**src/hw/rtl/gbbc_pkg.sv**
```systemverilog
// Shared constants and codes for the cartridge bank controller.
`timescale 1ns / 1ps

package gbbc_pkg;

   localparam int RomBankBitsDefault = 9;
   localparam int RamBankBitsDefault = 6;

   localparam int RomBankFieldWidth = 9;
   localparam int RamBankFieldWidth = 6;
   localparam int MemAddrWidth      = 23;
   localparam int BusAddrWidth      = 16;
   localparam int BusDataWidth      = 8;
   localparam int KindWidth         = 2;
   localparam int ModeWidth         = 3;
   localparam int CsrAddrWidth      = 4;
   localparam int CsrDataWidth      = 32;
   localparam int RomOffsetWidth    = 14;
   localparam int RamOffsetWidth    = 13;

   localparam logic [KindWidth-1:0] KindNone     = 2'd0;
   localparam logic [KindWidth-1:0] KindRomRead  = 2'd1;
   localparam logic [KindWidth-1:0] KindRamRead  = 2'd2;
   localparam logic [KindWidth-1:0] KindRamWrite = 2'd3;

   localparam logic [ModeWidth-1:0] MapNone      = 3'd0;
   localparam logic [ModeWidth-1:0] MapMbc1      = 3'd1;
   localparam logic [ModeWidth-1:0] MapMbc2      = 3'd2;
   localparam logic [ModeWidth-1:0] MapMbc3      = 3'd3;
   localparam logic [ModeWidth-1:0] MapMbc3Timer = 3'd4;
   localparam logic [ModeWidth-1:0] MapMbc5      = 3'd5;

   localparam logic [1:0] RegMapperMode  = 2'd0;
   localparam logic [1:0] RegRomBankMask = 2'd1;
   localparam logic [1:0] RegRamBankMask = 2'd2;

   localparam logic [RomBankFieldWidth-1:0] RomMaskReset = 9'h1FF;
   localparam logic [RamBankFieldWidth-1:0] RamMaskReset = 6'h3F;

   localparam logic [3:0] RamEnableKey = 4'hA;

   // Address bits 15:13 of the save RAM window.
   localparam logic [2:0] RamWindow = 3'b101;

   // Upper address bits 15:13 that select MBC register groups.
   localparam logic [2:0] GrpEnable  = 3'd0;
   localparam logic [2:0] GrpRomBank = 3'd1;
   localparam logic [2:0] GrpUpper   = 3'd2;
   localparam logic [2:0] GrpMode    = 3'd3;

   // Address bits 15:12 for the MBC5 registers.
   localparam logic [3:0] Mbc5EnableLo = 4'h0;
   localparam logic [3:0] Mbc5EnableHi = 4'h1;
   localparam logic [3:0] Mbc5RomLow   = 4'h2;
   localparam logic [3:0] Mbc5RomHigh  = 4'h3;
   localparam logic [3:0] Mbc5RamLo    = 4'h4;
   localparam logic [3:0] Mbc5RamHi    = 4'h5;

endpackage

```
**src/hw/rtl/gbbc_intf.sv**
```systemverilog
// Valid/ready channel interfaces for the bus access and result beats.
`timescale 1ns / 1ps

interface gbbc_req_if;
   logic                                valid;
   logic                                ready;
   logic                                action;
   logic [gbbc_pkg::BusAddrWidth-1:0]   bus_address;
   logic [gbbc_pkg::BusDataWidth-1:0]   bus_data;

   modport source (output valid, action, bus_address, bus_data, input ready);
   modport sink   (input valid, action, bus_address, bus_data, output ready);
endinterface

interface gbbc_rsp_if;
   logic                                valid;
   logic                                ready;
   logic [gbbc_pkg::KindWidth-1:0]      access_kind;
   logic [gbbc_pkg::MemAddrWidth-1:0]   memory_address;
   logic [gbbc_pkg::BusDataWidth-1:0]   write_byte;

   modport source (output valid, access_kind, memory_address, write_byte, input ready);
   modport sink   (input valid, access_kind, memory_address, write_byte, output ready);
endinterface

```
**src/hw/rtl/gameboy_bank_controller_top.sv**
```systemverilog
// Cartridge bank controller top level: bank registers, access decode and CSR port.
`timescale 1ns / 1ps

// Each accepted bus access beat produces exactly one result beat, in order. The block takes
// one beat per clock while the result side does not stall; a beat is held in an input
// register, decoded against the bank registers in a single pass, and its result is loaded
// into the output register once that register is free or being taken by the result side.
// Bank register updates from a write take effect for the very next access.
// Configuration registers (mapper mode at 0x0, ROM bank mask at 0x4, RAM bank mask at 0x8)
// must be written only while no access is in flight.
module gameboy_bank_controller_top #(
   parameter int ROM_BANK_BITS = gbbc_pkg::RomBankBitsDefault,
   parameter int RAM_BANK_BITS = gbbc_pkg::RamBankBitsDefault
) (
   input  logic                                 clock,
   input  logic                                 reset,
   gbbc_req_if.sink                             req_bus,
   gbbc_rsp_if.source                           rsp_bus,
   input  logic                                 psel,
   input  logic                                 penable,
   input  logic                                 pwrite,
   input  logic [gbbc_pkg::CsrAddrWidth-1:0]    paddr,
   input  logic [gbbc_pkg::CsrDataWidth-1:0]    pwdata,
   output logic [gbbc_pkg::CsrDataWidth-1:0]    prdata,
   output logic                                 pready
);

   localparam int RomFieldW = gbbc_pkg::RomBankFieldWidth;
   localparam int RamFieldW = gbbc_pkg::RamBankFieldWidth;
   localparam int MemW      = gbbc_pkg::MemAddrWidth;
   localparam int CsrW      = gbbc_pkg::CsrDataWidth;
   localparam int ModeW     = gbbc_pkg::ModeWidth;

   // Configuration registers.
   logic [ModeW-1:0]     mapper_mode_ff;
   logic [RomFieldW-1:0] rom_bank_limit_mask_ff;
   logic [RamFieldW-1:0] ram_bank_limit_mask_ff;
   logic                 csr_write;

   // Bank state.
   logic [ROM_BANK_BITS-1:0] rom_bank_ff, rom_bank_in;
   logic [RAM_BANK_BITS-1:0] ram_bank_ff, ram_bank_in;
   logic                     ram_enabled_ff, ram_enabled_in;
   logic                     mbc1_ram_mode_ff, mbc1_ram_mode_in;

   // Input register.
   logic                                s1_valid_ff;
   logic                                s1_action_ff;
   logic [gbbc_pkg::BusAddrWidth-1:0]   s1_addr_ff;
   logic [gbbc_pkg::BusDataWidth-1:0]   s1_data_ff;

   // Output register.
   logic                                out_valid_ff;
   logic [gbbc_pkg::KindWidth-1:0]      out_kind_ff, res_kind;
   logic [MemW-1:0]                     out_addr_ff, res_addr;
   logic [gbbc_pkg::BusDataWidth-1:0]   out_byte_ff, res_byte;

   logic advance;

   // Decode signals.
   logic [3:0]           hi;
   logic                 ram_win;
   logic                 mapper_ok;
   logic                 upd;
   logic                 en_value;
   logic [RomFieldW-1:0] rom_ext;
   logic [RomFieldW-1:0] rom_cand;
   logic [RomFieldW-1:0] rom_masked;
   logic [RamFieldW-1:0] ram_cand;
   logic [RamFieldW-1:0] ram_masked;
   logic                 rom_set;
   logic                 ram_set;
   logic                 en_set;
   logic                 mode_set;
   logic [MemW-1:0]      rom_addr;
   logic [MemW-1:0]      ram_addr;

   // ---------------------------------------------------------------- CSR port
   assign pready    = 1'b1;
   assign csr_write = psel && penable && pwrite && pready;

   always_ff @(posedge clock) begin
      if (reset) begin
         mapper_mode_ff         <= gbbc_pkg::MapNone;
         rom_bank_limit_mask_ff <= gbbc_pkg::RomMaskReset;
         ram_bank_limit_mask_ff <= gbbc_pkg::RamMaskReset;
      end else if (csr_write) begin
         unique case (paddr[3:2])
            gbbc_pkg::RegMapperMode:  mapper_mode_ff         <= pwdata[ModeW-1:0];
            gbbc_pkg::RegRomBankMask: rom_bank_limit_mask_ff <= pwdata[RomFieldW-1:0];
            gbbc_pkg::RegRamBankMask: ram_bank_limit_mask_ff <= pwdata[RamFieldW-1:0];
            default: ;
         endcase
      end
   end

   always_comb begin
      unique case (paddr[3:2])
         gbbc_pkg::RegMapperMode:  prdata = CsrW'(mapper_mode_ff);
         gbbc_pkg::RegRomBankMask: prdata = CsrW'(rom_bank_limit_mask_ff);
         gbbc_pkg::RegRamBankMask: prdata = CsrW'(ram_bank_limit_mask_ff);
         default:                  prdata = '0;
      endcase
   end

   // ---------------------------------------------------------------- handshake
   assign advance       = s1_valid_ff && (!out_valid_ff || rsp_bus.ready);
   assign req_bus.ready = !s1_valid_ff || advance;

   always_ff @(posedge clock) begin
      if (reset) begin
         s1_valid_ff <= 1'b0;
      end else if (req_bus.ready) begin
         s1_valid_ff <= req_bus.valid;
      end
   end

   always_ff @(posedge clock) begin
      if (req_bus.valid && req_bus.ready) begin
         s1_action_ff <= req_bus.action;
         s1_addr_ff   <= req_bus.bus_address;
         s1_data_ff   <= req_bus.bus_data;
      end
   end

   always_ff @(posedge clock) begin
      if (reset) begin
         out_valid_ff <= 1'b0;
      end else if (advance) begin
         out_valid_ff <= 1'b1;
      end else if (rsp_bus.ready) begin
         out_valid_ff <= 1'b0;
      end
   end

   always_ff @(posedge clock) begin
      if (advance) begin
         out_kind_ff <= res_kind;
         out_addr_ff <= res_addr;
         out_byte_ff <= res_byte;
      end
   end

   assign rsp_bus.valid          = out_valid_ff;
   assign rsp_bus.access_kind    = out_kind_ff;
   assign rsp_bus.memory_address = out_addr_ff;
   assign rsp_bus.write_byte     = out_byte_ff;

   // ---------------------------------------------------------------- bank register writes
   assign hi        = s1_addr_ff[15:12];
   assign ram_win   = (hi[3:1] == gbbc_pkg::RamWindow);
   assign mapper_ok = (mapper_mode_ff >= gbbc_pkg::MapMbc1)
                   && (mapper_mode_ff <= gbbc_pkg::MapMbc5);
   assign upd       = advance && s1_action_ff && mapper_ok && !ram_win;
   assign en_value  = (s1_data_ff[3:0] == gbbc_pkg::RamEnableKey);
   assign rom_ext   = RomFieldW'(rom_bank_ff);

   always_comb begin
      rom_cand = '0;
      ram_cand = '0;
      rom_set  = 1'b0;
      ram_set  = 1'b0;
      en_set   = 1'b0;
      mode_set = 1'b0;
      unique case (mapper_mode_ff) inside
         gbbc_pkg::MapMbc1: begin
            unique case (hi[3:1])
               gbbc_pkg::GrpEnable: en_set = 1'b1;
               gbbc_pkg::GrpRomBank: begin
                  rom_set  = 1'b1;
                  rom_cand = {rom_ext[8:7], rom_ext[6:5],
                              (s1_data_ff[4:0] == 5'd0) ? 5'd1 : s1_data_ff[4:0]};
                  rom_cand[8:7] = 2'b00;
               end
               gbbc_pkg::GrpUpper: begin
                  if (mbc1_ram_mode_ff) begin
                     ram_set  = 1'b1;
                     ram_cand = RamFieldW'(s1_data_ff[1:0]);
                  end else begin
                     rom_set  = 1'b1;
                     rom_cand = {2'b00, s1_data_ff[1:0], rom_ext[4:0]};
                  end
               end
               gbbc_pkg::GrpMode: mode_set = 1'b1;
               default: ;
            endcase
         end
         gbbc_pkg::MapMbc2: begin
            if (hi[3:2] == 2'b00) begin
               if (s1_addr_ff[8]) begin
                  en_set = 1'b1;
               end else begin
                  rom_set  = 1'b1;
                  rom_cand = RomFieldW'((s1_data_ff[3:0] == 4'd0) ? 4'd1 : s1_data_ff[3:0]);
               end
            end
         end
         gbbc_pkg::MapMbc3, gbbc_pkg::MapMbc3Timer: begin
            unique case (hi[3:1])
               gbbc_pkg::GrpEnable: en_set = 1'b1;
               gbbc_pkg::GrpRomBank: begin
                  rom_set  = 1'b1;
                  rom_cand = RomFieldW'((s1_data_ff[6:0] == 7'd0) ? 7'd1 : s1_data_ff[6:0]);
               end
               gbbc_pkg::GrpUpper: begin
                  ram_set  = 1'b1;
                  ram_cand = RamFieldW'(s1_data_ff[3:0]);
               end
               default: ;
            endcase
         end
         gbbc_pkg::MapMbc5: begin
            unique case (hi) inside
               gbbc_pkg::Mbc5EnableLo, gbbc_pkg::Mbc5EnableHi: en_set = 1'b1;
               gbbc_pkg::Mbc5RomLow: begin
                  rom_set  = 1'b1;
                  rom_cand = {rom_ext[8], s1_data_ff};
               end
               gbbc_pkg::Mbc5RomHigh: begin
                  rom_set  = 1'b1;
                  rom_cand = {s1_data_ff[0], rom_ext[7:0]};
               end
               gbbc_pkg::Mbc5RamLo, gbbc_pkg::Mbc5RamHi: begin
                  ram_set  = 1'b1;
                  ram_cand = RamFieldW'(s1_data_ff[3:0]);
               end
               default: ;
            endcase
         end
         default: ;
      endcase
   end

   assign rom_masked = rom_cand & rom_bank_limit_mask_ff;
   assign ram_masked = ram_cand & ram_bank_limit_mask_ff;

   always_comb begin
      rom_bank_in      = rom_bank_ff;
      ram_bank_in      = ram_bank_ff;
      ram_enabled_in   = ram_enabled_ff;
      mbc1_ram_mode_in = mbc1_ram_mode_ff;
      if (upd) begin
         if (rom_set) begin
            rom_bank_in = rom_masked[ROM_BANK_BITS-1:0];
         end
         if (ram_set) begin
            ram_bank_in = ram_masked[RAM_BANK_BITS-1:0];
         end
         if (en_set) begin
            ram_enabled_in = en_value;
         end
         if (mode_set) begin
            mbc1_ram_mode_in = s1_data_ff[0];
         end
      end
   end

   always_ff @(posedge clock) begin
      if (reset) begin
         rom_bank_ff      <= ROM_BANK_BITS'(1);
         ram_bank_ff      <= '0;
         ram_enabled_ff   <= 1'b0;
         mbc1_ram_mode_ff <= 1'b0;
      end else begin
         rom_bank_ff      <= rom_bank_in;
         ram_bank_ff      <= ram_bank_in;
         ram_enabled_ff   <= ram_enabled_in;
         mbc1_ram_mode_ff <= mbc1_ram_mode_in;
      end
   end

   // ---------------------------------------------------------------- result decode
   assign rom_addr = (MemW'(rom_bank_ff) << gbbc_pkg::RomOffsetWidth)
                   | MemW'(s1_addr_ff[gbbc_pkg::RomOffsetWidth-1:0]);
   assign ram_addr = (MemW'(ram_bank_ff) << gbbc_pkg::RamOffsetWidth)
                   | MemW'(s1_addr_ff[gbbc_pkg::RamOffsetWidth-1:0]);

   always_comb begin
      res_kind = gbbc_pkg::KindNone;
      res_addr = '0;
      res_byte = '0;
      if (s1_action_ff) begin
         if (mapper_ok && ram_win && ram_enabled_ff) begin
            res_kind = gbbc_pkg::KindRamWrite;
            res_addr = ram_addr;
            res_byte = s1_data_ff;
         end
      end else if (s1_addr_ff[15:14] == 2'b00) begin
         res_kind = gbbc_pkg::KindRomRead;
         res_addr = MemW'(s1_addr_ff);
      end else if (!s1_addr_ff[15]) begin
         res_kind = gbbc_pkg::KindRomRead;
         res_addr = rom_addr;
      end else if (ram_win && ram_enabled_ff) begin
         res_kind = gbbc_pkg::KindRamRead;
         res_addr = ram_addr;
      end
   end

   // ---------------------------------------------------------------- assertions
   a_none_is_blank: assert property (@(posedge clock) disable iff (reset)
      out_valid_ff && (out_kind_ff == gbbc_pkg::KindNone)
         |-> (out_addr_ff == '0) && (out_byte_ff == '0))
      else $error("Result with no access carries a nonzero address or byte.");

   a_byte_only_on_write: assert property (@(posedge clock) disable iff (reset)
      out_valid_ff && (out_kind_ff != gbbc_pkg::KindRamWrite) |-> (out_byte_ff == '0))
      else $error("Write byte set on a result that is not a save RAM write.");

   a_ram_needs_enable: assert property (@(posedge clock) disable iff (reset)
      advance && ((res_kind == gbbc_pkg::KindRamRead) || (res_kind == gbbc_pkg::KindRamWrite))
         |-> ram_enabled_ff)
      else $error("Save RAM access issued while RAM is disabled.");

   a_state_only_on_beat: assert property (@(posedge clock) disable iff (reset)
      !advance |=> $stable(ram_enabled_ff) && $stable(rom_bank_ff) && $stable(ram_bank_ff))
      else $error("Bank state changed without an access beat.");

   a_beat_reaches_output: assert property (@(posedge clock) disable iff (reset)
      advance |=> out_valid_ff)
      else $error("Decoded access beat did not reach the output register.");

endmodule

```
**src/flat_wrapper.sv**
```systemverilog
// flat-port wrapper written by rule: the top's interface ports become plain ports
module gameboy_bank_controller_top_flat 
#(
   parameter int ROM_BANK_BITS = gbbc_pkg::RomBankBitsDefault,
   parameter int RAM_BANK_BITS = gbbc_pkg::RamBankBitsDefault
)
  (clock, reset, psel, penable, pwrite, paddr, pwdata, prdata, pready, req_bus_valid, req_bus_action, req_bus_bus_address, req_bus_bus_data, req_bus_ready, rsp_bus_valid, rsp_bus_access_kind, rsp_bus_memory_address, rsp_bus_write_byte, rsp_bus_ready);
  gbbc_req_if req_bus_i ();
  gbbc_rsp_if rsp_bus_i ();
  input  logic clock;
  input  logic reset;
  input  logic psel;
  input  logic penable;
  input  logic pwrite;
  input  logic [gbbc_pkg::CsrAddrWidth-1:0] paddr;
  input  logic [gbbc_pkg::CsrDataWidth-1:0] pwdata;
  output logic [gbbc_pkg::CsrDataWidth-1:0] prdata;
  output logic pready;
  input wire logic [$bits(req_bus_i.valid)-1:0] req_bus_valid;
  input wire logic [$bits(req_bus_i.action)-1:0] req_bus_action;
  input wire logic [$bits(req_bus_i.bus_address)-1:0] req_bus_bus_address;
  input wire logic [$bits(req_bus_i.bus_data)-1:0] req_bus_bus_data;
  output wire logic [$bits(req_bus_i.ready)-1:0] req_bus_ready;
  output wire logic [$bits(rsp_bus_i.valid)-1:0] rsp_bus_valid;
  output wire logic [$bits(rsp_bus_i.access_kind)-1:0] rsp_bus_access_kind;
  output wire logic [$bits(rsp_bus_i.memory_address)-1:0] rsp_bus_memory_address;
  output wire logic [$bits(rsp_bus_i.write_byte)-1:0] rsp_bus_write_byte;
  input wire logic [$bits(rsp_bus_i.ready)-1:0] rsp_bus_ready;
  assign req_bus_i.valid = req_bus_valid;
  assign req_bus_i.action = req_bus_action;
  assign req_bus_i.bus_address = req_bus_bus_address;
  assign req_bus_i.bus_data = req_bus_bus_data;
  assign req_bus_ready = req_bus_i.ready;
  assign rsp_bus_valid = rsp_bus_i.valid;
  assign rsp_bus_access_kind = rsp_bus_i.access_kind;
  assign rsp_bus_memory_address = rsp_bus_i.memory_address;
  assign rsp_bus_write_byte = rsp_bus_i.write_byte;
  assign rsp_bus_i.ready = rsp_bus_ready;
  gameboy_bank_controller_top #(.ROM_BANK_BITS(ROM_BANK_BITS), .RAM_BANK_BITS(RAM_BANK_BITS)) u_core (.clock(clock), .reset(reset), .req_bus(req_bus_i), .rsp_bus(rsp_bus_i), .psel(psel), .penable(penable), .pwrite(pwrite), .paddr(paddr), .pwdata(pwdata), .prdata(prdata), .pready(pready));
endmodule
```
**config.mk**
```make
export PLATFORM = sky130hd
export DESIGN_NAME = gameboy_bank_controller_top_flat
export DESIGN_NICKNAME = d
export VERILOG_FILES = /design/src/hw/rtl/gbbc_pkg.sv /design/src/hw/rtl/gbbc_intf.sv /design/src/hw/rtl/gameboy_bank_controller_top.sv /design/src/flat_wrapper.sv
export SDC_FILE = /design/constraint.sdc
export NUM_CORES = 1
export LEC_CHECK = 0
export ABC_CLOCK_PERIOD_IN_PS = 2300
export CAP_MARGIN = 20
export CORE_MARGIN = 2
export CORE_UTILIZATION = 25
export DETAILED_ROUTE_END_ITERATION = 7
export DONT_BUFFER_PORTS = 1
export PLACE_DENSITY_LB_ADDON = 0.1
export SLEW_MARGIN = 10
export SYNTH_ARGS = -nofsm -noshare
export SYNTH_HDL_FRONTEND = slang
export SYNTH_SLANG_ARGS = --single-unit
```
**constraint.sdc**
```tcl
create_clock -name clock -period 2.3 [get_ports clock]
set_input_delay 0.46 -clock clock [delete_from_list [all_inputs] [get_ports clock]]
set_output_delay 0.46 -clock clock [all_outputs]
set_load 0.01 [all_outputs]
```
-- Word-level counts from Yosys, hierarchy flattened
Cells that the tools add are included.
- $lt $le $gt $ge: 2
- equality and inequality tests: 17
- multiplexer cells: 47
- bitwise operators: 4
- reductions and logical operators: 37
- operators with widths (cell ; number):
    two-way mux 23 bit ; 5
    one-hot mux 9 bit (2 select lines) ; 2
    one-hot mux 9 bit (4 select lines) ; 1
    two-way mux 9 bit ; 3
    one-hot mux 9 bit (3 select lines) ; 1
    OR 23 x 14 -> 23 bit ; 1
    OR 19 x 13 -> 19 bit ; 1
    one-hot mux 6 bit (3 select lines) ; 1
    two-way mux 1 bit ; 17
    AND reduction 2 bit ; 8
    two-way mux 7 bit ; 2
    equality test 3 x 2 -> 1 bit, second input constant ; 4
    two-way mux 2 bit ; 6
    two-way mux 4 bit ; 3
    logical AND 1 bit ; 11
    bitwise AND 9 bit ; 1
    equality test 3 bit, second input constant ; 3
    equality test 4 x 2 -> 1 bit, second input constant ; 2
    equality test 4 x 3 -> 1 bit, second input constant ; 2
    logical NOT 4 bit ; 2
    OR reduction 2 bit ; 4
    logical NOT 7 bit ; 1
    bitwise AND 6 bit ; 1
    equality test 3 x 1 -> 1 bit, second input constant ; 2
    18 further kinds ; 23
- register bits: 95
- bits of input ports: 68
- output and inout port bits: 68
- logic and storage cells: 122

-- Longest topological paths before layout
Gate-level depths: netlist (run 1).
- depth in word-level cells: 7
- depth in mapped cells: 8
- gate-level depth less buffers: 5

-- Least setup slack after synthesis (run 1)
OpenSTA, ideal clock, no wires.
- path type: register to register
- start: reg u_core.s1_addr_ff[13] (netlist bit)
- end: reg u_core.rom_bank_ff[6]
- library setup time: 0.116 ns
- arrival: 1.792 ns
- required time: 2.184 ns
- setup slack: 0.392 ns
- stages on the path, launching flop included: 8
- path buffers: 2
- clock period less this slack: 1.908 ns
- cell sequence: edfxtp_1 -> clkbuf_1 -> nor3b_1 -> nor4b_4 -> a211oi_1 -> buf_2 -> o311a_1 -> a41o_1
- cells in the longest elaborated chain, start to end: 5
- elaborated cells between the ends (all ways): 18
- classes of those cells: eq/ne (5); mux (8); bitwise (1); reduce/logical (4)
- RTL lines (item ; RTL line ; source):
    start, declared ; gameboy_bank_controller_top.sv:49 ; logic [gbbc_pkg::BusAddrWidth-1:0] s1_addr_ff;
    start signal, assigned ; gameboy_bank_controller_top.sv:121 ; s1_addr_ff <= req_bus.bus_address;
    equality test 4 x 2 -> 1 bit (no line) ; -- ;
    OR reduction 2 bit (no line) ; -- ;
    two-way mux 1 bit ; gameboy_bank_controller_top.sv:213 ; unique case (hi) inside
    one-hot mux 1 bit (4 select lines) ; gameboy_bank_controller_top.sv:165 ; unique case (mapper_mode_ff) inside
    AND reduction 2 bit (no line) ; -- ;
    end signal, assigned ; gameboy_bank_controller_top.sv:265 ; rom_bank_ff <= rom_bank_in;
    end, declared ; gameboy_bank_controller_top.sv:41 ; logic [ROM_BANK_BITS-1:0] rom_bank_ff, rom_bank_in;
Parallel ways exist; a longest one is shown, timed or not.
A chain may end at the register's enable or synchronous reset.

-- Worst setup path after layout (run 1)
- start: reg u_core.s1_addr_ff[15] (netlist bit)
- end: reg u_core.rom_bank_ff[7]
Same word-level chain as after synthesis.

==> metrics.md, run 1 <==
| Metric | Value |
|---|---|
| Mean Syn Cell Area | 11.4 sq um |
| Final min period | 2.18 ns |
| Met1 usage | 15.3% |
| Worst setup SP type | register |
| HPWL Detailed | 7.58 mm |
| DR iter-0 viols | 144 |
| Hold Fails Final Rpt | 0 |
| Sequential area share after synthesis | 59.3% |
| Internal Power | 0.00264 W |
| Grt met3 use | 3.34% |
| Reg power frac | 54.1% |
| Most frequent cells in the layout | 58 x edfxtp_1, 35 x nand2_1, 35 x dfxtp_1 |
| Post-CTS sizing | 0 |
| Reg-to-Reg Start | u_core.s1_addr_ff[15]$_DFFE_PP_ |
| Setup crit end kind | register |
| Core area | 0.0160 sq mm |
| Final nets | 450 |
| Pre-CTS WS | 0.145 ns |
| Setup ws final | 0.119 ns |
| Die Width | 132 microns |
| Worst Hold Depth | 1 |
| Clock power frac | 41.0% |
| Synth top area share | 42.3% |
| Share of layout cells above drive strength 1 | 14.0% |
| Fmax | 458 MHz |
| Die height | 132 microns |
| Fillers | 1707 |
| Drt total wl | 10.1 mm |
| Area contributors post-synth | edfxtp_1 42%, dfxtp_1 17%, mux2i_1 5.3% |
| Number of vias in the routed layout | 2659 |
| RSZ-0062 raised after global routing | no |
| Area delta synth->final | 14.9% |
| CP max FO | 12 |
| Gpl congestion | 0.808 |
| Largest net degree at the start of global routing | 26 |
| First-pass GRT wire length | 15.6 mm |
| Hold Path Origin | reset |
| CTS tree | yes |
| 1st-pass router iterations | 4 |
| Number of post-CTS setup repair buffers | 0 |
| Reg area | 0.00244 sq mm |
| Post-Syn Area | 0.00412 sq mm |
| Worst slew pin tran | 0.552 ns |
| Initial Utilization | 25.8% |
| Ys async rst share | 0% |
| Pwr Density | 733 mW/mm^2 |
| Setup TNS | 0 ns |
| Avg Vias per Cell | 4.41 |
| ANT cells | 0 |
| Hold crit path type | input port to register |
| Post-synth cell types | 55 |
| PortBufs | 0 |
| Switching power | 0.000834 W |
| Clock root buffer | clkbuf_16 |
| Status | finished, final reports clean |
| Setup violators final | 0 |
| Setup CP Type | register to register |
| Per-cell routed wire length | 16.8 microns |
| GR peak layer | met2 |
| Initial antenna violation count | 0 |
| Period utilisation layout | 94.8% |
| Maximum vdd drop | 0.000338 V |
| Post-DRT Antenna Nets | 0 |
| TritonCTS Buffers | 9 |
| FF-to-FF setup slack | 0.12 ns |
| Most common cell after layout, fill and taps aside | edfxtp_1 |
| R2r worst-path depth | 6 |
| Hold-fix buffers, CTS | 0 |
| CTS sink cnt | 93 |
| Grt met2 use | 18.7% |
| Post-Route Skew | 0.0106 ns |
| GRT Overall Usage | 12.0% |
| Htree depth | 3 |
| Multi-input gate area | 0.00149 sq mm |
| Max Buffers Root-to-Sink | 2 |
| # rows | 46 |
| Synth warnings | 0 |
| WP data arrival | 2.47 ns |
| Worst-path clk slew | 0.07 ns |
| Pleak | 1.66 nW |
| Synth area leader | edfxtp_1 |
| Gate Count Post-Synth | 360 |
| Worst-Skew Late Latency | 0.35 ns |
| Reg2reg end | u_core.rom_bank_ff[7]$_SDFFE_PP0P_ |
| Logic gate share of total power | 4.9% |
| Vias in the first global route | 2580 |
| Sw frac | 24.0% |
| Top flip-flop cell by instance count after synthesis | edfxtp_1 |
| Post-synth EDFFs | 58 |
| Area of the die | 0.0175 sq mm |
| Hold worst-path end | u_core.rom_bank_ff[8]$_SDFFE_PP0P_ |
| WP data required | 2.58 ns |
| Relative slew slack | 63.1% |
| Max-Cap Viols | 0 |
| # DRC | 0 |
| Flops & latches, synth | 93 |
| Total grt overflow | 0 |
| I/O pin total | 136 |
| Slew Limit Fails | 0 |
## logic make-up after synthesis
logic type / synth area share (%)
DFF: 59.3
muxes: 5.62
AOI/OAI and AO/OA: 9.26
other: 0.182
buffers and inverters: 6.62
and+or+nand+nor: 19.0
## worst max path at each step
| stage | from | to | slack [ns] | depth (start not counted) |
|---|---|---|---|---|
| finish | u_core.s1_addr_ff[15]$_DFFE_PP_ | u_core.rom_bank_ff[7]$_SDFFE_PP0P_ | 0.12 | 6 |
| CTS | u_core.s1_addr_ff[8]$_DFFE_PP_ | u_core.rom_bank_ff[7]$_SDFFE_PP0P_ | 0.13 | 6 |
| detailed placement | u_core.s1_addr_ff[8]$_DFFE_PP_ | u_core.rom_bank_ff[7]$_SDFFE_PP0P_ | 0.15 | 6 |
| global placement | u_core.mapper_mode_ff[0]$_SDFFE_PP0P_ | u_core.rom_bank_ff[7]$_SDFFE_PP0P_ | 0.19 | 6 |
| global route | u_core.s1_addr_ff[15]$_DFFE_PP_ | u_core.rom_bank_ff[7]$_SDFFE_PP0P_ | 0.02 | 6 |
| floorplan | u_core.s1_addr_ff[13]$_DFFE_PP_ | u_core.rom_bank_ff[6]$_SDFFE_PP0P_ | 0.39 | 7 |
## cell usage after synthesis, types with 3 or more instances
| cell type | count |
|---|---|
| a211oi_1 | 4 |
| a21oi_1 | 12 |
| a22o_1 | 4 |
| a22oi_1 | 4 |
| and2_1 | 16 |
| and3_1 | 6 |
| buf_2 | 5 |
| buf_4 | 24 |
| clkbuf_1 | 10 |
| dfxtp_1 | 35 |
| edfxtp_1 | 58 |
| inv_1 | 6 |
| mux2i_1 | 22 |
| nand2_1 | 35 |
| nand2b_1 | 9 |
| nand3_1 | 4 |
| nand3b_1 | 3 |
| nand4_1 | 4 |
| nor2_1 | 19 |
| nor2b_1 | 17 |
| nor3b_1 | 3 |
| o21ai_0 | 12 |
| or3_1 | 7 |
## power by group through the flow
stage          logic (W)  registers [W]  clock network, W
5_1_grt         0.000190        0.00188           0.00155
2_1_floorplan   0.000153        0.00190                 0
6_report        0.000171        0.00188           0.00142
3_3_place_gp    0.000173        0.00192                 0
3_5_place_dp    0.000174        0.00192                 0
4_1_cts         0.000174        0.00188           0.00148
## layer usage
layer,vias up,share of wire [%],wire (microns)
met5,-,0,0
met1,1275,45,4580
met4,0,2.0,202
met3,14,4.6,470
li1,1298,-,-
met2,72,48,4880
## registers in the layout (all words and copies together) (netlist names), 2 cells and up
name                           count
u_core.mapper_mode_ff              3
u_core.ram_bank_ff                 4
u_core.ram_bank_limit_mask_ff      6
u_core.rom_bank_ff                 9
u_core.rom_bank_limit_mask_ff      9
u_core.rsp_bus.access_kind         2
u_core.rsp_bus.memory_address     23
u_core.rsp_bus.write_byte          8
u_core.s1_addr_ff                 16
u_core.s1_data_ff                  8
## worst max-delay path, cell delays in order, from the launching register on
cell      delay [ns]
edfxtp_1        0.52
nor3b_1         0.32
nor4b_4         0.32
a211oi_1        0.10
buf_4           0.19
or4_1           0.51
a21oi_1         0.15
## through the flow
step / cell area, sq um / utilization, % / hold slack [ns] / instances / total power [W]
detailed placement: 4450 / 27.8 / 0.452 / 587 / 0.00209
CTS: 4730 / 29.6 / 0.156 / 603 / 0.00354
global placement: 4450 / 27.8 / 0.453 / 587 / 0.00209
global route: 4730 / 29.6 / 0.153 / 603 / 0.00362
floorplan: 4200 / - / 0.443 / 382 / 0.00206
finish: 4730 / 29.6 / 0.171 / 603 / 0.00347
## cell type report
cell class	instances	area share (%)
clock buffer	9	4.76
clock inverter	7	1.19
inverter	6	0.476
multi-input combinational	242	31.5
sequential	93	51.6
tap	216	5.71
timing repair buffer	30	4.76
(Power assumes the default switching activity.)
==> inputs of run 2 (changes only) <==
- CORE_UTILIZATION: 25 -> 45
==> metrics.md, run 2 (synthesis gave the netlist of run 1 again) <==
| Metric | Value |
|---|---|
| Status | finished, final reports clean |
| Relative slew slack | 55.8% (-7.3 points) |
| R2r worst-path depth | 4 (-2) |
| Total power | 0.00325 W (-6.3%) |
| Max-Cap Viols | 0 (unchanged) |
| Share of layout cells above drive strength 1 | 12.4% (-1.6 points) |
| Per-cell routed wire length | 17.0 microns (+1.0%) |
| Core area | 0.00881 sq mm (-45%) |
| Maximum vdd drop | 0.000392 V (+16%) |
| GRT Overall Usage | 17.2% (+5.3 points) |
| Vias in the first global route | 2425 (-6.0%) |
| First-pass GRT wire length | 13.1 mm (-16%) |
| Avg Vias per Cell | 5.37 (+22%) |
| Hold Path Origin | reset |
| Final min period | 2.15 ns (-0.0318 ns) |
| Area of the die | 0.00994 sq mm (-43%) |
| Largest net degree at the start of global routing | 34 (+31%) |
| Most frequent cells in the layout | 58 x edfxtp_1, 35 x nand2_1, 34 x dfxtp_1 |
| FF-to-FF setup slack | 0.15 ns (+0.03 ns) |
| Reg-to-Reg Start | u_core.s1_addr_ff[15]$_DFFE_PP_ |
| ANT cells | 0 (unchanged) |
| Htree depth | 3 (unchanged) |
| Pwr Density | 722 mW/mm^2 (-1.6%) |
| # rows | 34 (-26%) |
| Die height | 99.7 microns (-25%) |
| 1st-pass router iterations | 4 (unchanged) |
| Worst-Skew Late Latency | 0.37 ns (+0.02 ns) |
| Slew Limit Fails | 0 (unchanged) |
| I/O pin total | 136 (unchanged) |
| Total grt overflow | 0 (unchanged) |
| RSZ-0062 raised after global routing | no |
| DP Area | 0.00426 sq mm (-4.3%) |
| Number of vias in the routed layout | 2616 (-1.6%) |
| Initial antenna violation count | 0 (unchanged) |
| Fmax | 465 MHz (+1.5%) |
| Worst Hold Depth | 1 (unchanged) |
| Gpl congestion | 0.831 (+2.9%) |
| CP cell instances | and3b_1 -> or3_1 -> or4_1 -> a21oi_1 |
| Setup CP Type | register to register |
| CTS sink cnt | 93 (unchanged) |
| Area delta synth->final | 9.41% |
| Post-DRT Antenna Nets | 0 (unchanged) |
| Setup crit end kind | register |
| Number of post-CTS setup repair buffers | 0 (unchanged) |
| Max reg flops | 23 (unchanged) |
| CTS tree | yes |
| DR iter-0 viols | 167 (+16%) |
| Hold crit path type | input port to register |
| Clock root buffer | clkbuf_8 |
| Design area | 0.00451 sq mm (-4.8%) |
| PortBufs | 0 (unchanged) |
| Final core utilization | 51.2% (+22 points) |
| Fillers | 745 (-56%) |
| Initial Utilization | 46.8% (+21 points) |
| Reg2reg end | u_core.rom_bank_ff[7]$_SDFFE_PP0P_ |
| Setup violators final | 0 (unchanged) |
| HPWL Detailed | 6.01 mm (-21%) |
| Hold Fails Final Rpt | 0 (unchanged) |
| Pleak | 1.61 nW (-3.3%) |
| Drt total wl | 8.26 mm (-18%) |
| TritonCTS Buffers | 9 (unchanged) |
| Slowest cell on crit path | or4_1 |
| CP max FO | 15 (+3) |
| Hold worst-path end | u_core.ram_bank_ff[3]$_SDFFE_PP0P_ |
| Critical path's largest stage delay | 0.60 ns (+0.08 ns) |
| Final nets | 442 (-1.8%) |
| Max Buffers Root-to-Sink | 2 (unchanged) |
| Setup TNS | 0 ns (unchanged) |
| Worst-path clk slew | 0.09 ns (+0.02 ns) |
| WP data arrival | 2.44 ns (-0.03 ns) |
| Post-Route Skew | 0.0149 ns (+0.00434 ns) |
| Worst slew pin tran | 0.663 ns (+0.111 ns) |
| Die Width | 99.7 microns (-25%) |
| # DRC | 0 (unchanged) |
| Worst setup SP type | register |
| WP data required | 2.60 ns (+0.02 ns) |
| Most common cell after layout, fill and taps aside | edfxtp_1 |
| Period utilisation layout | 93.4% (-1.4 points) |
run 2: changes by cell type in the layout (fill, tap and decap cells not counted), moves of 2 or more:
cell and delta:
buf_4 -10, bufinv_16 +2, clkbuf_16 -9, clkbuf_8 +9, clkinvlp_4 -2
run 2: metrics by stage:
stage,std cells,hold WS [ns],worst slack [ns]
after floorplan,382,0.443,0.392
after global placement,470,0.449,0.181
after detailed placement,470,0.456,0.173
after CTS,486,0.139,0.135
after global routing,487,0.136,0.0436
final,487,0.157,0.151
run 2: cell type report:
type,instances,area (sq um),area share (%)
Timing Repair Buffer,22,185,4.11
Multi-Input combinational cell,242,1500,33.2
Sequential cell,93,2440,54.2
Tap cell,108,135,3.00
Clock buffer,10,128,2.83
Inverter,6,22.5,0.500
Clock inverter,6,96.3,2.14
run 2: worst max-delay path, delay by kind of cell (launching register included):
family / cells / cell delay [ns]
DFF: 1 / 0.52
AOI/OAI and AO/OA: 1 / 0.15
and+or+nand+nor: 3 / 1.42
run 2: timing repair:
item | in CTS | in global routing
gates resized for setup | 0 | 2
hold buffers | 0 | 0
setup endpoints to repair | 0 | 2
run 2: how the worst max path moves through the flow:
stage / slack, ns / startpoint / end / depth (start not counted)
after global placement: 0.18 / u_core.s1_addr_ff[15]$_DFFE_PP_ / u_core.rom_bank_ff[7]$_SDFFE_PP0P_ / 6
after global routing: 0.04 / u_core.s1_addr_ff[8]$_DFFE_PP_ / u_core.rom_bank_ff[7]$_SDFFE_PP0P_ / 6
after floorplan: 0.39 / u_core.s1_addr_ff[13]$_DFFE_PP_ / u_core.rom_bank_ff[6]$_SDFFE_PP0P_ / 7
final: 0.15 / u_core.s1_addr_ff[15]$_DFFE_PP_ / u_core.rom_bank_ff[7]$_SDFFE_PP0P_ / 4
after CTS: 0.14 / u_core.s1_addr_ff[15]$_DFFE_PP_ / u_core.rom_bank_ff[7]$_SDFFE_PP0P_ / 6
after detailed placement: 0.17 / u_core.mapper_mode_ff[0]$_SDFFE_PP0P_ / u_core.rom_bank_ff[7]$_SDFFE_PP0P_ / 5
run 2: power breakdown:
part / total (W) / switching, W / leakage, nW / internal [W]
registers: 0.00188 / 0.0000447 / 0.844 / 0.00183
clock network: 0.00121 / 0.000589 / 0.109 / 0.000626
logic: 0.000162 / 0.000106 / 0.656 / 0.0000558
run 2: routing by layer:
metal | share of wire (%) | global-route usage [%]
met1 | 44 | 23.4
met2 | 48 | 27.0
met3 | 5.0 | 3.44
met4 | 2.6 | 7.48
met5 | 0 | 0
==> inputs of run 3 (changes only) <==
- CELL_PAD_IN_SITES_DETAIL_PLACEMENT: unset -> 0
- CELL_PAD_IN_SITES_GLOBAL_PLACEMENT: unset -> 1
- HOLD_SLACK_MARGIN: unset -> 0.02
==> metrics.md, run 3 (synthesis gave the netlist of run 1 again) <==
| Metric | Value |
|---|---|
| Die height | 99.7 microns (unchanged) |
| Htree depth | 3 (unchanged) |
| Crit-path leading delay family | simple AND/OR/NAND/NOR gates |
| Status | finished, final reports clean |
| DR iter-0 viols | 139 (-17%) |
| Final nets | 446 (+0.90%) |
| Avg Vias per Cell | 5.36 (-0.16%) |
| Reg-to-Reg Start | u_core.mapper_mode_ff[0]$_SDFFE_PP0P_ |
| CP endpoint | u_core.rom_bank_ff[7]$_SDFFE_PP0P_ |
| Initial Utilization | 46.8% (unchanged) |
| R2r worst-path depth | 6 (+2) |
| WP data required | 2.60 ns (about the same) |
| Period utilisation layout | 92.9% (-0.54 points) |
| Area of the die | 0.00994 sq mm (unchanged) |
| Pleak | 1.63 nW (+1.2%) |
| Post-Route Skew | 0.00877 ns (-0.00614 ns) |
| Drt total wl | 8.42 mm (+1.9%) |
| First-pass GRT wire length | 13.2 mm (+0.80%) |
| Hold-fix buffers, CTS | 0 (unchanged) |
| PortBufs | 0 (unchanged) |
| Fmax | 468 MHz (+0.58%) |
| WHS | 0.153 ns (-0.00451 ns) |
| Largest net degree at the start of global routing | 34 (unchanged) |
| I/O pin total | 136 (unchanged) |
| Core area | 0.00881 sq mm (unchanged) |
| Clock root buffer | clkbuf_8 |
| Most common cell after layout, fill and taps aside | edfxtp_1 |
| CTS sink cnt | 93 (unchanged) |
| Maximum vdd drop | 0.000375 V (-4.4%) |
| Number of post-CTS setup repair buffers | 0 (unchanged) |
| TritonCTS Buffers | 9 (unchanged) |
| Post-DRT Antenna Nets | 0 (unchanged) |
| CTS tree | yes |
| Area delta synth->final | 9.90% |
| Die Width | 99.7 microns (unchanged) |
| CP max FO | 11 (-4) |
| Worst slew pin tran | 0.575 ns (-0.0874 ns) |
| HPWL Detailed | 6.30 mm (+4.8%) |
| Critical path depth | 6 (+2) |
| Setup violators final | 0 (unchanged) |
| Worst-path clk slew | 0.09 ns (about the same) |
| Total grt overflow | 0 (unchanged) |
| Relative slew slack | 61.5% (+5.7 points) |
| Share of layout cells above drive strength 1 | 12.8% (+0.43 points) |
| Hold crit path type | input port to register |
| Final min period | 2.14 ns (-0.0124 ns) |
| Max Buffers Root-to-Sink | 2 (unchanged) |
| Vias in the first global route | 2498 (+3.0%) |
| Met1 usage | 23.5% (+0.088 points) |
| Reg2reg end | u_core.rom_bank_ff[7]$_SDFFE_PP0P_ |
| ANT cells | 0 (unchanged) |
| FF-to-FF setup slack | 0.16 ns (about the same) |
| Inst Count DP | 474 (+0.85%) |
| RSZ-0062 raised after global routing | no |
| Gpl congestion | 0.896 (+7.8%) |
| # DRC | 0 (unchanged) |
| Finished Layout Cells | 490 (+0.62%) |
| Fillers | 793 (+6.4%) |
| GRT Overall Usage | 17.5% (+0.25 points) |
| Setup TNS | 0 ns (unchanged) |
| CP cell instances | or3b_1 -> a211oi_2 -> a211oi_1 -> buf_4 -> or4_1 -> a21oi_1 |
| WP data arrival | 2.44 ns (about the same) |
| Grt met3 use | 3.94% (+0.49 points) |
| Post-CTS sizing | 0 (unchanged) |
| Worst-Skew Late Latency | 0.36 ns (about the same) |
| Slew Limit Fails | 0 (unchanged) |
| Grt met2 use | 27.8% (+0.78 points) |
| Slowest cell on crit path | or4_1 |
| Number of vias in the routed layout | 2628 (+0.46%) |
| Per-cell routed wire length | 17.2 microns (+1.3%) |
| Max-Cap Viols | 0 (unchanged) |
| Pwr Density | 717 mW/mm^2 (-0.59%) |
| Worst Path Buf+Inv | 1 (+1) |
| Critical path's largest stage delay | 0.51 ns (-0.09 ns) |
| Setup crit end kind | register |
| Worst setup SP type | register |
| Most frequent cells in the layout | 58 x edfxtp_1, 35 x nand2_1, 35 x dfxtp_1 |
| Max reg flops | 23 (unchanged) |
| Setup crit start | u_core.mapper_mode_ff[0]$_SDFFE_PP0P_ |
| 1st-pass router iterations | 4 (unchanged) |
| Setup CP Type | register to register |
| Initial antenna violation count | 0 (unchanged) |
| GR peak layer | met2 |
| # rows | 34 (unchanged) |
| Hold Fails Final Rpt | 0 (unchanged) |
==> run 3: changes by cell type in the layout (fill, tap and decap cells not counted), sizes merged <==
| cell | change |
|---|---|
| buf | +4 |
| clkbuf | -1 |
==> run 3: area by class of cell <==
class | instances | area [sq um] | share of cell area [%]
Tap cell | 108 | 135 | 2.98
Timing Repair Buffer | 26 | 215 | 4.75
Sequential cell | 93 | 2440 | 53.9
Clock inverter | 6 | 96.3 | 2.13
Clock buffer | 9 | 124 | 2.74
Inverter | 6 | 22.5 | 0.497
Multi-Input combinational cell | 242 | 1490 | 33.0
==> run 3: worst reg2reg max path, stage by stage (launching register included) <==
cell and delay (ns):
dfxtp_1 0.38, or3b_1 0.44, a211oi_2 0.32, a211oi_1 0.10, buf_4 0.19, or4_1 0.51
a21oi_1 0.15
==> run 3: worst min-delay path by stage <==
stage                                                              from                                       endpoint  slack, ns  depth (start not counted)
final                                                             reset             u_core.ram_enabled_ff$_SDFFE_PP0P_       0.15                          1
after detailed placement             u_core.ram_bank_ff[0]$_SDFFE_PP0P_             u_core.ram_bank_ff[0]$_SDFFE_PP0P_       0.46                          2
after CTS                                                         reset             u_core.ram_bank_ff[2]$_SDFFE_PP0P_       0.14                          1
after floorplan           u_core.ram_bank_limit_mask_ff[4]$_SDFFE_PP1P_  u_core.ram_bank_limit_mask_ff[4]$_SDFFE_PP1P_       0.44                          2
after global placement               u_core.ram_bank_ff[0]$_SDFFE_PP0P_             u_core.ram_bank_ff[0]$_SDFFE_PP0P_       0.45                          2
after global routing                                              reset             u_core.ram_enabled_ff$_SDFFE_PP0P_       0.14                          1
==> run 3: metrics by stage <==
| stage | total power [W] | area, sq um | utilization (%) | worst slack [ns] |
|---|---|---|---|---|
| final | 0.00325 | 4530 | 51.4 | 0.163 |
| after global routing | 0.00337 | 4530 | 51.4 | 0.0218 |
| after CTS | 0.00327 | 4500 | 51.1 | 0.170 |
| after detailed placement | 0.00208 | 4280 | 48.6 | 0.199 |
| after global placement | 0.00208 | 4280 | 48.6 | 0.209 |
| after floorplan | 0.00206 | 4200 | - | 0.392 |
==> run 3: layer usage <==
metal | vias to the layer above | part of all wire [%]
met3 | 12 | 4.1
met1 | 1238 | 45
met2 | 90 | 49
li1 | 1288 | -
met4 | 0 | 1.9
met5 | - | 0
==> run 3: power breakdown <==
group | switching (W) | leakage, nW | internal (W) | total (W)
Clock | 0.000586 | 0.108 | 0.000619 | 0.00121
Combinational | 0.000107 | 0.676 | 0.0000601 | 0.000168
Sequential | 0.0000437 | 0.843 | 0.00183 | 0.00188
